File: src/tts_pkg.sv
package tts_pkg;

  typedef struct packed {
    logic [7:0] in_byte;
    logic       text_end;
  } in_item_t;

  typedef struct packed {
    logic [7:0] out_byte;
    logic       byte_valid;
    logic       run_last;
    logic       output_end;
    logic [2:0] detected_form;
  } out_item_t;

  localparam int TOK_BYTES = 12;
  localparam int QDEPTH    = 4;
  localparam int QAW       = $clog2(QDEPTH);

  // one queue entry: all bytes that one feed step produces
  typedef struct packed {
    logic [TOK_BYTES-1:0][7:0] bytes;
    logic [3:0]                nbytes;
    logic                      item_last;
    logic                      text_end;
    logic [2:0]                form;
  } tok_t;

  typedef struct packed {
    logic [3:0][7:0] b;
    logic [2:0]      n;
  } cp_bytes_t;

  localparam logic [1:0] PH_DET = 2'd0;
  localparam logic [1:0] PH_U8  = 2'd1;
  localparam logic [1:0] PH_U16 = 2'd2;

  localparam logic [2:0] FORM_U8     = 3'd0;
  localparam logic [2:0] FORM_U8MARK = 3'd1;
  localparam logic [2:0] FORM_U16LE  = 3'd2;
  localparam logic [2:0] FORM_U16BE  = 3'd3;
  localparam logic [2:0] FORM_LE32   = 3'd4;
  localparam logic [2:0] FORM_BE32   = 3'd5;

  localparam logic [7:0] MK_LE32 [4] = '{8'hFF, 8'hFE, 8'h00, 8'h00};
  localparam logic [7:0] MK_BE32 [4] = '{8'h00, 8'h00, 8'hFE, 8'hFF};
  localparam logic [7:0] MK_U8   [3] = '{8'hEF, 8'hBB, 8'hBF};
  localparam logic [7:0] FFFD_B  [3] = '{8'hEF, 8'hBF, 8'hBD};

  function automatic logic [2:0] lead_len(input logic [7:0] c);
    logic [2:0] r;
    r = 3'd0;
    if (c inside {[8'hC2:8'hDF]}) r = 3'd2;
    else if (c[7:4] == 4'hE) r = 3'd3;
    else if (c inside {[8'hF0:8'hF4]}) r = 3'd4;
    return r;
  endfunction

  function automatic cp_bytes_t enc_cp(input logic [20:0] cp);
    cp_bytes_t r;
    r.b = '0;
    r.n = 3'd0;
    if (cp < 21'h80) begin
      r.b[0] = cp[7:0];
      r.n = 3'd1;
    end else if (cp < 21'h800) begin
      r.b[0] = {3'b110, cp[10:6]};
      r.b[1] = {2'b10, cp[5:0]};
      r.n = 3'd2;
    end else if (cp < 21'h10000) begin
      r.b[0] = {4'b1110, cp[15:12]};
      r.b[1] = {2'b10, cp[11:6]};
      r.b[2] = {2'b10, cp[5:0]};
      r.n = 3'd3;
    end else begin
      r.b[0] = {5'b11110, cp[20:18]};
      r.b[1] = {2'b10, cp[17:12]};
      r.b[2] = {2'b10, cp[11:6]};
      r.b[3] = {2'b10, cp[5:0]};
      r.n = 3'd4;
    end
    return r;
  endfunction

endpackage

File: src/text_to_utf8_sanitizer_core.sv
// text to utf-8 sanitizer
// src channel: one raw text byte per request (src_data.in_byte), with
// src_data.text_end set on the final byte of a text. dst channel: one
// utf-8 byte per result, with run_last on the last result of a request,
// output_end on the final result of the text and the detected encoding.
// a text whose requests give no byte ends in one result with byte_valid 0.
// the front takes one request per cycle while the queue has room and no
// mark bytes are re-fed, and turns it into one queue entry of up to 12
// bytes; the back sends one byte per cycle while dst is ready, plus a
// closing step for a request giving two or more bytes, so the sustained
// rate is one request per cycle until expansion fills the 4-entry queue.
// after the byte-order mark is decided, up to 4 bytes (held mark bytes and
// the deciding byte) are re-fed one per cycle while the queue has room,
// blocking src meanwhile. a first result passes the queue entry and the
// output register, and also the hold register for a multi-byte request.
// synchronous reset clears the control state; a text also returns the
// front's decode state to reset values after its final byte. a stalled
// dst fills the output register, hold register, queue, then src_ready drops.
module text_to_utf8_sanitizer_core import tts_pkg::*; (
  input  logic      clk,
  input  logic      rst,
  input  logic      src_valid,
  output logic      src_ready,
  input  in_item_t  src_data,
  output logic      dst_valid,
  input  logic      dst_ready,
  output out_item_t dst_data
);

  logic push_valid, not_full, pop, not_empty;
  tok_t push_token, head;

  tts_front u_front (
    .clk        (clk),
    .rst        (rst),
    .src_valid  (src_valid),
    .src_ready  (src_ready),
    .src_data   (src_data),
    .push_ready (not_full),
    .push_valid (push_valid),
    .push_token (push_token)
  );

  tts_fifo u_fifo (
    .clk       (clk),
    .rst       (rst),
    .push      (push_valid),
    .push_data (push_token),
    .not_full  (not_full),
    .pop       (pop),
    .head      (head),
    .not_empty (not_empty)
  );

  tts_back u_back (
    .clk       (clk),
    .rst       (rst),
    .tok       (head),
    .have      (not_empty),
    .pop       (pop),
    .dst_valid (dst_valid),
    .dst_ready (dst_ready),
    .dst_data  (dst_data)
  );

endmodule

File: src/tts_front.sv
module tts_front import tts_pkg::*; (
  input  logic     clk,
  input  logic     rst,
  input  logic     src_valid,
  output logic     src_ready,
  input  in_item_t src_data,
  input  logic     push_ready,
  output logic     push_valid,
  output tok_t     push_token
);

  logic [1:0] phase, phase_next;
  logic [2:0] form, form_next;
  logic [7:0] mark [3];
  logic [7:0] mark_next [3];
  logic [1:0] mark_count, mark_count_next;
  logic [7:0] held [3];
  logic [7:0] held_next [3];
  logic [1:0] hcnt, hcnt_next;
  logic [2:0] explen, explen_next;
  logic [7:0] odd, odd_next;
  logic       oddv, oddv_next;
  logic [9:0] hs, hs_next;
  logic       hsv, hsv_next;
  logic             rp_active, rp_active_next;
  logic [3:0][7:0]  rp_s, rp_s_next;
  logic [2:0]       rp_idx, rp_idx_next;
  logic [2:0]       rp_lim, rp_lim_next;
  logic             rp_end, rp_end_next;

  logic            take;
  logic            f_go, f_last, f_end;
  logic [7:0]      f_byte;
  logic [3:0][7:0] ds;
  logic [2:0]      dk;
  logic            pre_le, pre_be, pre_u8;
  logic            choose_go, bare;
  logic [2:0]      rp_from;
  logic [15:0]     u;
  cp_bytes_t       enc;
  logic [3:0][7:0] mid;
  logic [2:0]      nm;
  logic [2:0]      pre;
  logic [1:0]      post;
  logic            do_lead;
  logic [2:0]      len;
  logic [3:0]      cnt;
  logic [TOK_BYTES-1:0][7:0] tb;
  logic [2:0]      tok_form;

  assign src_ready = !rp_active && push_ready;
  assign take      = src_valid && src_ready;

  always_comb begin
    phase_next      = phase;
    form_next       = form;
    mark_next       = mark;
    mark_count_next = mark_count;
    held_next       = held;
    hcnt_next       = hcnt;
    explen_next     = explen;
    odd_next        = odd;
    oddv_next       = oddv;
    hs_next         = hs;
    hsv_next        = hsv;
    rp_active_next  = rp_active;
    rp_s_next       = rp_s;
    rp_idx_next     = rp_idx;
    rp_lim_next     = rp_lim;
    rp_end_next     = rp_end;
    f_go = 1'b0; f_last = 1'b0; f_end = 1'b0; f_byte = 8'h00;
    choose_go = 1'b0; bare = 1'b0; rp_from = 3'd0;
    tok_form = form;
    u = 16'h0000; enc = '0; mid = '0; nm = 3'd0; pre = 3'd0; post = 2'd0;
    do_lead = 1'b0; len = 3'd0; cnt = 4'd0; tb = '0;

    // mark detection view: stored mark bytes followed by the new byte
    ds[3] = src_data.in_byte;
    for (int j = 0; j < 3; j++) begin
      ds[j] = (2'(j) < mark_count) ? mark[j] : src_data.in_byte;
    end
    dk = {1'b0, mark_count} + 3'd1;
    pre_le = 1'b1; pre_be = 1'b1; pre_u8 = (dk <= 3'd3);
    for (int j = 0; j < 4; j++) begin
      if (3'(j) < dk && ds[j] != MK_LE32[j]) pre_le = 1'b0;
      if (3'(j) < dk && ds[j] != MK_BE32[j]) pre_be = 1'b0;
    end
    for (int j = 0; j < 3; j++) begin
      if (3'(j) < dk && ds[j] != MK_U8[j]) pre_u8 = 1'b0;
    end

    if (rp_active) begin
      if (push_ready) begin
        f_go   = 1'b1;
        f_byte = rp_s[rp_idx[1:0]];
        f_last = (rp_idx + 3'd1 == rp_lim);
        f_end  = f_last && rp_end;
        rp_idx_next = rp_idx + 3'd1;
        if (f_last) rp_active_next = 1'b0;
      end
    end else if (take && phase != PH_DET) begin
      f_go   = 1'b1;
      f_byte = src_data.in_byte;
      f_last = 1'b1;
      f_end  = src_data.text_end;
    end else if (take) begin
      if (dk == 3'd4 && pre_le) begin
        form_next = FORM_LE32; phase_next = PH_U16; rp_from = dk; choose_go = 1'b1;
      end else if (dk == 3'd4 && pre_be) begin
        form_next = FORM_BE32; phase_next = PH_U16; rp_from = dk; choose_go = 1'b1;
      end else if (dk < 3'd4 && (pre_le || pre_be)) begin
        mark_next[mark_count] = src_data.in_byte;
        mark_count_next = dk[1:0];
      end else if (dk >= 3'd2 && ds[0] == 8'hFF && ds[1] == 8'hFE) begin
        form_next = FORM_U16LE; phase_next = PH_U16; rp_from = 3'd2; choose_go = 1'b1;
      end else if (dk == 3'd2 && ds[0] == 8'hFE && ds[1] == 8'hFF) begin
        form_next = FORM_U16BE; phase_next = PH_U16; rp_from = 3'd2; choose_go = 1'b1;
      end else if (dk == 3'd1 && ds[0] == 8'hFE) begin
        mark_next[mark_count] = src_data.in_byte;
        mark_count_next = dk[1:0];
      end else if (dk == 3'd3 && pre_u8) begin
        form_next = FORM_U8MARK; phase_next = PH_U8; rp_from = dk; choose_go = 1'b1;
      end else if (dk < 3'd3 && pre_u8) begin
        mark_next[mark_count] = src_data.in_byte;
        mark_count_next = dk[1:0];
      end else begin
        form_next = FORM_U8; phase_next = PH_U8; rp_from = 3'd0; choose_go = 1'b1;
      end
      // text ends while the mark is still open
      if (!choose_go && src_data.text_end) begin
        choose_go = 1'b1;
        if (dk >= 3'd2 && ds[0] == 8'hFF && ds[1] == 8'hFE) begin
          form_next = FORM_U16LE; phase_next = PH_U16; rp_from = 3'd2;
        end else begin
          form_next = FORM_U8; phase_next = PH_U8; rp_from = 3'd0;
        end
      end
      if (choose_go) begin
        mark_count_next = 2'd0;
        if (rp_from < dk) begin
          rp_active_next = 1'b1;
          rp_s_next      = ds;
          rp_idx_next    = rp_from;
          rp_lim_next    = dk;
          rp_end_next    = src_data.text_end;
        end else if (src_data.text_end) begin
          bare     = 1'b1;
          tok_form = form_next;
        end
      end
    end

    if (f_go) begin
      if (phase == PH_U16) begin
        if (!oddv) begin
          odd_next  = f_byte;
          oddv_next = 1'b1;
        end else begin
          u = (form == FORM_U16BE || form == FORM_BE32) ? {odd, f_byte} : {f_byte, odd};
          oddv_next = 1'b0;
          if (hsv && (u inside {[16'hDC00:16'hDFFF]})) begin
            hsv_next = 1'b0;
            enc = enc_cp(21'h10000 + {1'b0, hs, u[9:0]});
          end else begin
            if (hsv) pre = 3'd1;
            hsv_next = 1'b0;
            if (u inside {[16'hD800:16'hDBFF]}) begin
              hs_next  = u[9:0];
              hsv_next = 1'b1;
            end else if (u inside {[16'hDC00:16'hDFFF]}) begin
              pre = pre + 3'd1;
            end else begin
              enc = enc_cp({5'd0, u});
            end
          end
          mid = enc.b;
          nm  = enc.n;
        end
      end else begin
        if (hcnt == 2'd0) begin
          do_lead = 1'b1;
        end else if (f_byte[7:6] != 2'b10) begin
          pre = {1'b0, hcnt};
          hcnt_next = 2'd0;
          explen_next = 3'd0;
          do_lead = 1'b1;
        end else if ({1'b0, hcnt} + 3'd1 >= explen) begin
          for (int j = 0; j < 3; j++) begin
            if (2'(j) < hcnt) mid[j] = held[j];
          end
          mid[hcnt] = f_byte;
          nm = {1'b0, hcnt} + 3'd1;
          hcnt_next = 2'd0;
          explen_next = 3'd0;
        end else if (hcnt < 2'd3) begin
          held_next[hcnt] = f_byte;
          hcnt_next = hcnt + 2'd1;
        end
        if (do_lead) begin
          len = lead_len(f_byte);
          if (!f_byte[7]) begin
            mid[0] = f_byte;
            nm = 3'd1;
          end else if (len == 3'd0) begin
            pre = pre + 3'd1;
          end else begin
            held_next[0] = f_byte;
            hcnt_next = 2'd1;
            explen_next = len;
          end
        end
      end
    end

    // end of text: a replacement character for each held utf-8 byte or an open high surrogate
    if (f_end) begin
      post = (phase_next == PH_U16) ? {1'b0, hsv_next} : hcnt_next;
    end
    if (f_end || bare) begin
      phase_next = PH_DET; form_next = FORM_U8; mark_count_next = 2'd0;
      hcnt_next = 2'd0; explen_next = 3'd0; odd_next = 8'h00; oddv_next = 1'b0;
      hs_next = 10'd0; hsv_next = 1'b0;
    end

    for (int r = 0; r < 4; r++) begin
      if (3'(r) < pre) begin
        for (int t = 0; t < 3; t++) begin
          tb[cnt] = FFFD_B[t];
          cnt = cnt + 4'd1;
        end
      end
    end
    for (int r = 0; r < 4; r++) begin
      if (3'(r) < nm) begin
        tb[cnt] = mid[r];
        cnt = cnt + 4'd1;
      end
    end
    for (int r = 0; r < 3; r++) begin
      if (2'(r) < post) begin
        for (int t = 0; t < 3; t++) begin
          tb[cnt] = FFFD_B[t];
          cnt = cnt + 4'd1;
        end
      end
    end
  end

  assign push_valid = bare ||
                      (f_go && (cnt != 4'd0 || (f_last && (f_end || rp_active))));
  assign push_token = '{bytes: tb, nbytes: cnt, item_last: f_last || bare,
                        text_end: f_end || bare, form: tok_form};

  always_ff @(posedge clk) begin
    if (rst) begin
      phase      <= PH_DET;
      form       <= FORM_U8;
      mark_count <= 2'd0;
      hcnt       <= 2'd0;
      explen     <= 3'd0;
      oddv       <= 1'b0;
      hsv        <= 1'b0;
      rp_active  <= 1'b0;
    end else begin
      phase      <= phase_next;
      form       <= form_next;
      mark_count <= mark_count_next;
      hcnt       <= hcnt_next;
      explen     <= explen_next;
      oddv       <= oddv_next;
      hsv        <= hsv_next;
      rp_active  <= rp_active_next;
    end
  end

  always_ff @(posedge clk) begin
    mark   <= mark_next;
    held   <= held_next;
    odd    <= odd_next;
    hs     <= hs_next;
    rp_s   <= rp_s_next;
    rp_idx <= rp_idx_next;
    rp_lim <= rp_lim_next;
    rp_end <= rp_end_next;
  end

endmodule

File: src/tts_fifo.sv
module tts_fifo import tts_pkg::*; (
  input  logic clk,
  input  logic rst,
  input  logic push,
  input  tok_t push_data,
  output logic not_full,
  input  logic pop,
  output tok_t head,
  output logic not_empty
);

  tok_t           mem [QDEPTH];
  logic [QAW-1:0] wr_ptr, rd_ptr;
  logic [QAW:0]   count;

  assign not_full  = (count != (QAW+1)'(QDEPTH));
  assign not_empty = (count != '0);
  assign head      = mem[rd_ptr];

  always_ff @(posedge clk) begin
    if (rst) begin
      wr_ptr <= '0;
      rd_ptr <= '0;
      count  <= '0;
    end else begin
      if (push) wr_ptr <= wr_ptr + 1'b1;
      if (pop) rd_ptr <= rd_ptr + 1'b1;
      if (push && !pop) count <= count + 1'b1;
      else if (pop && !push) count <= count - 1'b1;
    end
  end

  always_ff @(posedge clk) begin
    if (push) mem[wr_ptr] <= push_data;
  end

endmodule

File: src/tts_back.sv
module tts_back import tts_pkg::*; (
  input  logic      clk,
  input  logic      rst,
  input  tok_t      tok,
  input  logic      have,
  output logic      pop,
  output logic      dst_valid,
  input  logic      dst_ready,
  output out_item_t dst_data
);

  logic [3:0] idx, idx_next;
  logic       hold_valid, hold_valid_next;
  logic [7:0] hold_byte, hold_byte_next;
  logic [2:0] hold_form, hold_form_next;
  logic       out_free, load_out, at_byte, final_b;
  logic [7:0] b;
  out_item_t  o;

  assign out_free = !dst_valid || dst_ready;
  assign at_byte  = idx < tok.nbytes;
  assign final_b  = tok.item_last && (idx + 4'd1 == tok.nbytes);
  assign b        = tok.bytes[idx];

  always_comb begin
    pop = 1'b0;
    idx_next = idx;
    hold_valid_next = hold_valid;
    hold_byte_next  = hold_byte;
    hold_form_next  = hold_form;
    load_out = 1'b0;
    o = '0;
    if (have) begin
      if (at_byte) begin
        if (!final_b) begin
          if (!hold_valid || out_free) begin
            if (hold_valid) begin
              load_out = 1'b1;
              o = '{hold_byte, 1'b1, 1'b0, 1'b0, hold_form};
            end
            hold_valid_next = 1'b1;
            hold_byte_next  = b;
            hold_form_next  = tok.form;
            if (idx + 4'd1 == tok.nbytes) begin
              pop = 1'b1;
              idx_next = 4'd0;
            end else begin
              idx_next = idx + 4'd1;
            end
          end
        end else if (out_free) begin
          load_out = 1'b1;
          if (hold_valid) begin
            // release the older byte, keep this one for the closing step
            o = '{hold_byte, 1'b1, 1'b0, 1'b0, hold_form};
            hold_byte_next = b;
            hold_form_next = tok.form;
            idx_next = idx + 4'd1;
          end else begin
            o = '{b, 1'b1, 1'b1, tok.text_end, tok.form};
            pop = 1'b1;
            idx_next = 4'd0;
          end
        end
      end else if (!tok.item_last) begin
        pop = 1'b1;
        idx_next = 4'd0;
      end else if (out_free) begin
        if (hold_valid) begin
          load_out = 1'b1;
          o = '{hold_byte, 1'b1, 1'b1, tok.text_end, hold_form};
          hold_valid_next = 1'b0;
        end else if (tok.text_end) begin
          load_out = 1'b1;
          o = '{8'h00, 1'b0, 1'b1, 1'b1, tok.form};
        end
        pop = 1'b1;
        idx_next = 4'd0;
      end
    end
  end

  always_ff @(posedge clk) begin
    if (rst) begin
      idx        <= 4'd0;
      hold_valid <= 1'b0;
      dst_valid  <= 1'b0;
    end else begin
      idx        <= idx_next;
      hold_valid <= hold_valid_next;
      if (load_out) dst_valid <= 1'b1;
      else if (dst_ready) dst_valid <= 1'b0;
    end
  end

  always_ff @(posedge clk) begin
    hold_byte <= hold_byte_next;
    hold_form <= hold_form_next;
    if (load_out) dst_data <= o;
  end

endmodule

File: config.mk
export PLATFORM = sky130hd
export DESIGN_NAME = text_to_utf8_sanitizer_core
export DESIGN_NICKNAME = d
export VERILOG_FILES = /design/src/tts_pkg.sv /design/src/text_to_utf8_sanitizer_core.sv /design/src/tts_front.sv /design/src/tts_fifo.sv /design/src/tts_back.sv
export SDC_FILE = /design/constraint.sdc
export NUM_CORES = 1
export LEC_CHECK = 0
export ABC_CLOCK_PERIOD_IN_PS = 19770
export BUFFER_PORTS_ARGS = -buffer_cell sky130_fd_sc_hd__clkbuf_2
export CAP_MARGIN = 10
export CORE_ASPECT_RATIO = 0.75
export CORE_MARGIN = 2
export CORE_UTILIZATION = 32
export DETAILED_ROUTE_END_ITERATION = 8
export GPL_TIMING_DRIVEN = 0
export SYNTH_ARGS = -nofsm -noshare
export SYNTH_HDL_FRONTEND = slang
export SYNTH_SLANG_ARGS = --single-unit
export TNS_END_PERCENT = 30
File: constraint.sdc
create_clock -name clk -period 19.77 [get_ports clk]
set_input_delay 0.9885 -clock clk [delete_from_list [all_inputs] [get_ports clk]]
set_output_delay 0.9885 -clock clk [all_outputs]
set_load 0.01 [all_outputs]
==> impl_metrics.csv <==
group,metric,value,unit
status,outcome,"finished, final reports clean",
global_route,grt_use_met2,0.2602,
cts,clkTransAtPathRegs,70,ps
finish,finish.utilization,0.3656,
timing,fmax,0.07202,GHz
timing,fin_hold_ws,485.7,ps
finish,nets,2807,
worst_setup_path,slowest_stage,"nor3_1",
floorplan,initial_core_util,0.3238,
cts,h-tree-depth,2,
global_route,grtUsageMet1,0.3096,
timing,finalHoldViolCount,0,
floorplan,io_pins,29,
timing,fin_crit_sh,0.7024,
floorplan,die_w,366.9,um
timing,tightest_slew,1413,ps
cts,clock_path_buffers,3,
worst_setup_path,start_kind,"register",
worst_setup_path,criticalPathCategory,"reg2reg",
timing,finalCriticalPeriod,13890,ps
routing,drt-total-wl,102600,um
synth,synth_area_leaders,"edfxtp_1 51%, mux4_2 9.3%, nor2_1 3.1%, dfxtp_1 3.0%, nand2_1 2.6%",
finish,regArea,0.01694,sq mm
routing,viasPerCell,5.832,
power_and_ir_drop,vdd_drop_max,0.07842,mV
placement,dp_hpwl,77380,um
routing,vias,23840,
global_route,gr-usage-all-layers,0.1972,
global_route,antenna_found_initial,4,
synth,async_reset_ff_frac,0,
cts,cts_root_buffer,"clkbuf_16",
floorplan,die_h,276.2,um
worst_setup_path,worstPathRequired,20120,ps
cts,cts_resized,0,
global_route,met3_usage,0.06734,
routing,antenna_left,0,
job,max_cap_viol_count,0,
floorplan,dieArea,0.1013,sq mm
synth,synth_nets,2693,
floorplan,core,0.09761,sq mm
power_and_ir_drop,leakage,11.82,nW
global_route,grt-ovfl-total,0,
worst_setup_path,worstSetupEndpointType,"register",
global_route,busiest_layer,"met1",
floorplan,rows,99,
synth,synth_ff_type,"edfxtp_1",
synth,synth_edf_count,532,
cts,numCtsBuffers,54,
worst_setup_path,path_max_fanout,23,
power_and_ir_drop,p_per_area,114.8,mW/mm^2
placement,gp_congestion,1.011,
synth,ys_types,113,
finish,layout-drive-gt1-share,0.1489,
worst_setup_path,arrival,14230,ps
routing,initialDrtViolationCount,3822,
timing,max_slew_margin,0.05476,
global_route,grt_pass1_wl,151600,um
timing,rsz0062_at_grt,"false",
timing,setup_viol,0,
worst_setup_path,worst_path_most_repeated_cell,"ha_1",
global_route,grt_max_degree,29,
worst_setup_path,slowest_delay,770,ps
synth,synth_seq_cells,580,
timing,drv_slew,0,
cts,post_cts_buffers,0,
cts,ctsHoldBuffers,0,
synth,ys_seq_area_frac,0.5358,
synth,syn-cell-area,0.03161,sq mm
finish,area_delta_synth_final,12.88,%
routing,drc,0,
synth,syn_inst,2617,
synth,synth_top_area_frac,0.5054,
finish,multiInputGateArea,0.01393,sq mm
cts,clock_sinks,580,
timing,finClkSkew,51.57,ps
worst_hold_path,hold_class,"reg2reg",
finish,fill_cells,9563,
routing,dr.pass1.iters,9,
placement,port_buffers,28,
synth,synth_warnings,0,
routing,wl_per_cell,25.10,um
synth,synth_top_area_cell,"edfxtp_1",
synth,avgSynthCellArea,12.08,sq um
cts,clkLatencyLatePin,650,ps
global_route,grt_pass1_vias,22250,
cts,cts_tree,"yes",
-- final cells by class --
cell class,count,area share
inverters,68,0.007153
repair buffers,58,0.01732
clock inverters,30,0.007574
flip-flops and latches,580,0.4746
diodes,1,0.00007013
multi-input cells,1842,0.3905
plain buffers,127,0.01487
clock buffers,69,0.04183
well taps,1313,0.04604
-- registers in the layout (all words and copies together) (netlist names), 4 cells and up, named ones only --
name,count
u_front.hs,10
u_fifo.mem,420
u_front.mark,24
u_back.hold_byte,8
u_front.held,24
u_front.rp_s,32
u_back.dst_data,14
u_front.odd,8
u_back.idx,4
-- worst max-delay path, delay by kind of cell, from the launching register on --
family	cells	cell delay (ps)
flops	1	360
simple gates	13	4050
compound gates	11	3170
fa+ha+maj	6	1880
xor+xnor	4	1040
mux	1	530
buf+inv	10	2470
-- stage by stage --
| step | std cells | instance area (sq um) | setup TNS [ps] | worst slack, ps | power, mW |
|---|---|---|---|---|---|
| 5_1_grt | 4087 | 35680 | 0 | 5081 | 4.289 |
| 4_1_cts | 4080 | 35590 | 0 | 5915 | 4.103 |
| 6_report | 4088 | 35680 | 0 | 5884 | 4.097 |
| 3_3_place_gp | 3958 | 33390 | -699550 | -1833 | 3.049 |
| 2_1_floorplan | 2617 | 31610 | 0 | 5273 | 2.604 |
| 3_5_place_dp | 3981 | 33830 | 0 | 5847 | 3.052 |
-- where the power goes --
part | total, mW | internal (mW) | switching, mW
Clock | 1.05 | 0.576 | 0.473
Combinational | 1.37 | 0.544 | 0.826
Sequential | 1.68 | 1.62 | 0.0575
-- Yosys cell counts, drive strengths merged (8+ instances only) --
cell,instances
nand2,222
a21oi,154
xnor2,40
ha,62
and2,19
and3,22
a32oi,11
dfxtp,48
nor3b,10
clkbuf,81
o31ai,10
nand2b,27
nand4,33
or3,21
o22ai,31
buf,46
mux4,131
o22a,9
o32ai,15
nor3,74
inv,68
a22oi,42
a21o,13
mux2,31
nand3b,8
mux2i,44
a31oi,30
o211ai,34
or4,8
or2,13
xor2,10
nor2,263
o21a,14
a211oi,38
nand3,71
o21ai,145
o221ai,13
nor4,20
nor2b,26
a21boi,14
a221oi,11
edfxtp,532
-- worst paths after layout --
kind,start,endpoint,slack (ps),cells after the start
max,u_front.rp_idx[0]$_DFFE_PP_,u_fifo.mem[3][27]$_DFFE_PP_,5880,45
min,u_front.explen[0]$_SDFFE_PP0P_,u_front.explen[0]$_SDFFE_PP0P_,490,2
max reg2reg,u_front.rp_idx[0]$_DFFE_PP_,u_fifo.mem[3][27]$_DFFE_PP_,5880,45
min reg2reg,u_front.explen[0]$_SDFFE_PP0P_,u_front.explen[0]$_SDFFE_PP0P_,490,2
-- layer usage --
layer | share of wire | vias up
li1 | - | 10490
met1 | 0.47 | 11900
met2 | 0.39 | 1328
met3 | 0.13 | 126
met4 | 0.015 | 2
met5 | 0.00016 | -
-- cells in the final DEF, fill, tap and decap left out, types with 27 or more instances in the layout --
master	count
clkbuf_1	88
nand4_1	33
o211ai_1	32
inv_1	62
o22ai_1	31
dfxtp_1	48
clkbuf_16	56
xnor2_1	36
nor3_1	68
a211oi_1	31
nand2_1	219
nand2b_1	27
mux2_2	31
nand3_1	70
edfxtp_1	532
nor2_1	262
mux2i_1	43
a21oi_1	149
mux4_2	131
a22oi_1	38
ha_1	62
clkbuf_2	30
a31oi_1	28
o21ai_0	135
-- logic make-up (layout without fill, tap and decap cells) --
group,count (synthesis),after routing,synth area share
flip-flops,580,580,0.5358
adder cells (fa/ha/maj),63,63,0.02518
XOR/XNOR,57,57,0.02090
buffers and inverters,195,352,0.02486
AO/OA/AOI/OAI,662,662,0.1448
multiplexers,206,206,0.1184
AND/OR/NAND/NOR,854,854,0.1300
other,0,1,0
(Power assumes the default switching activity.)
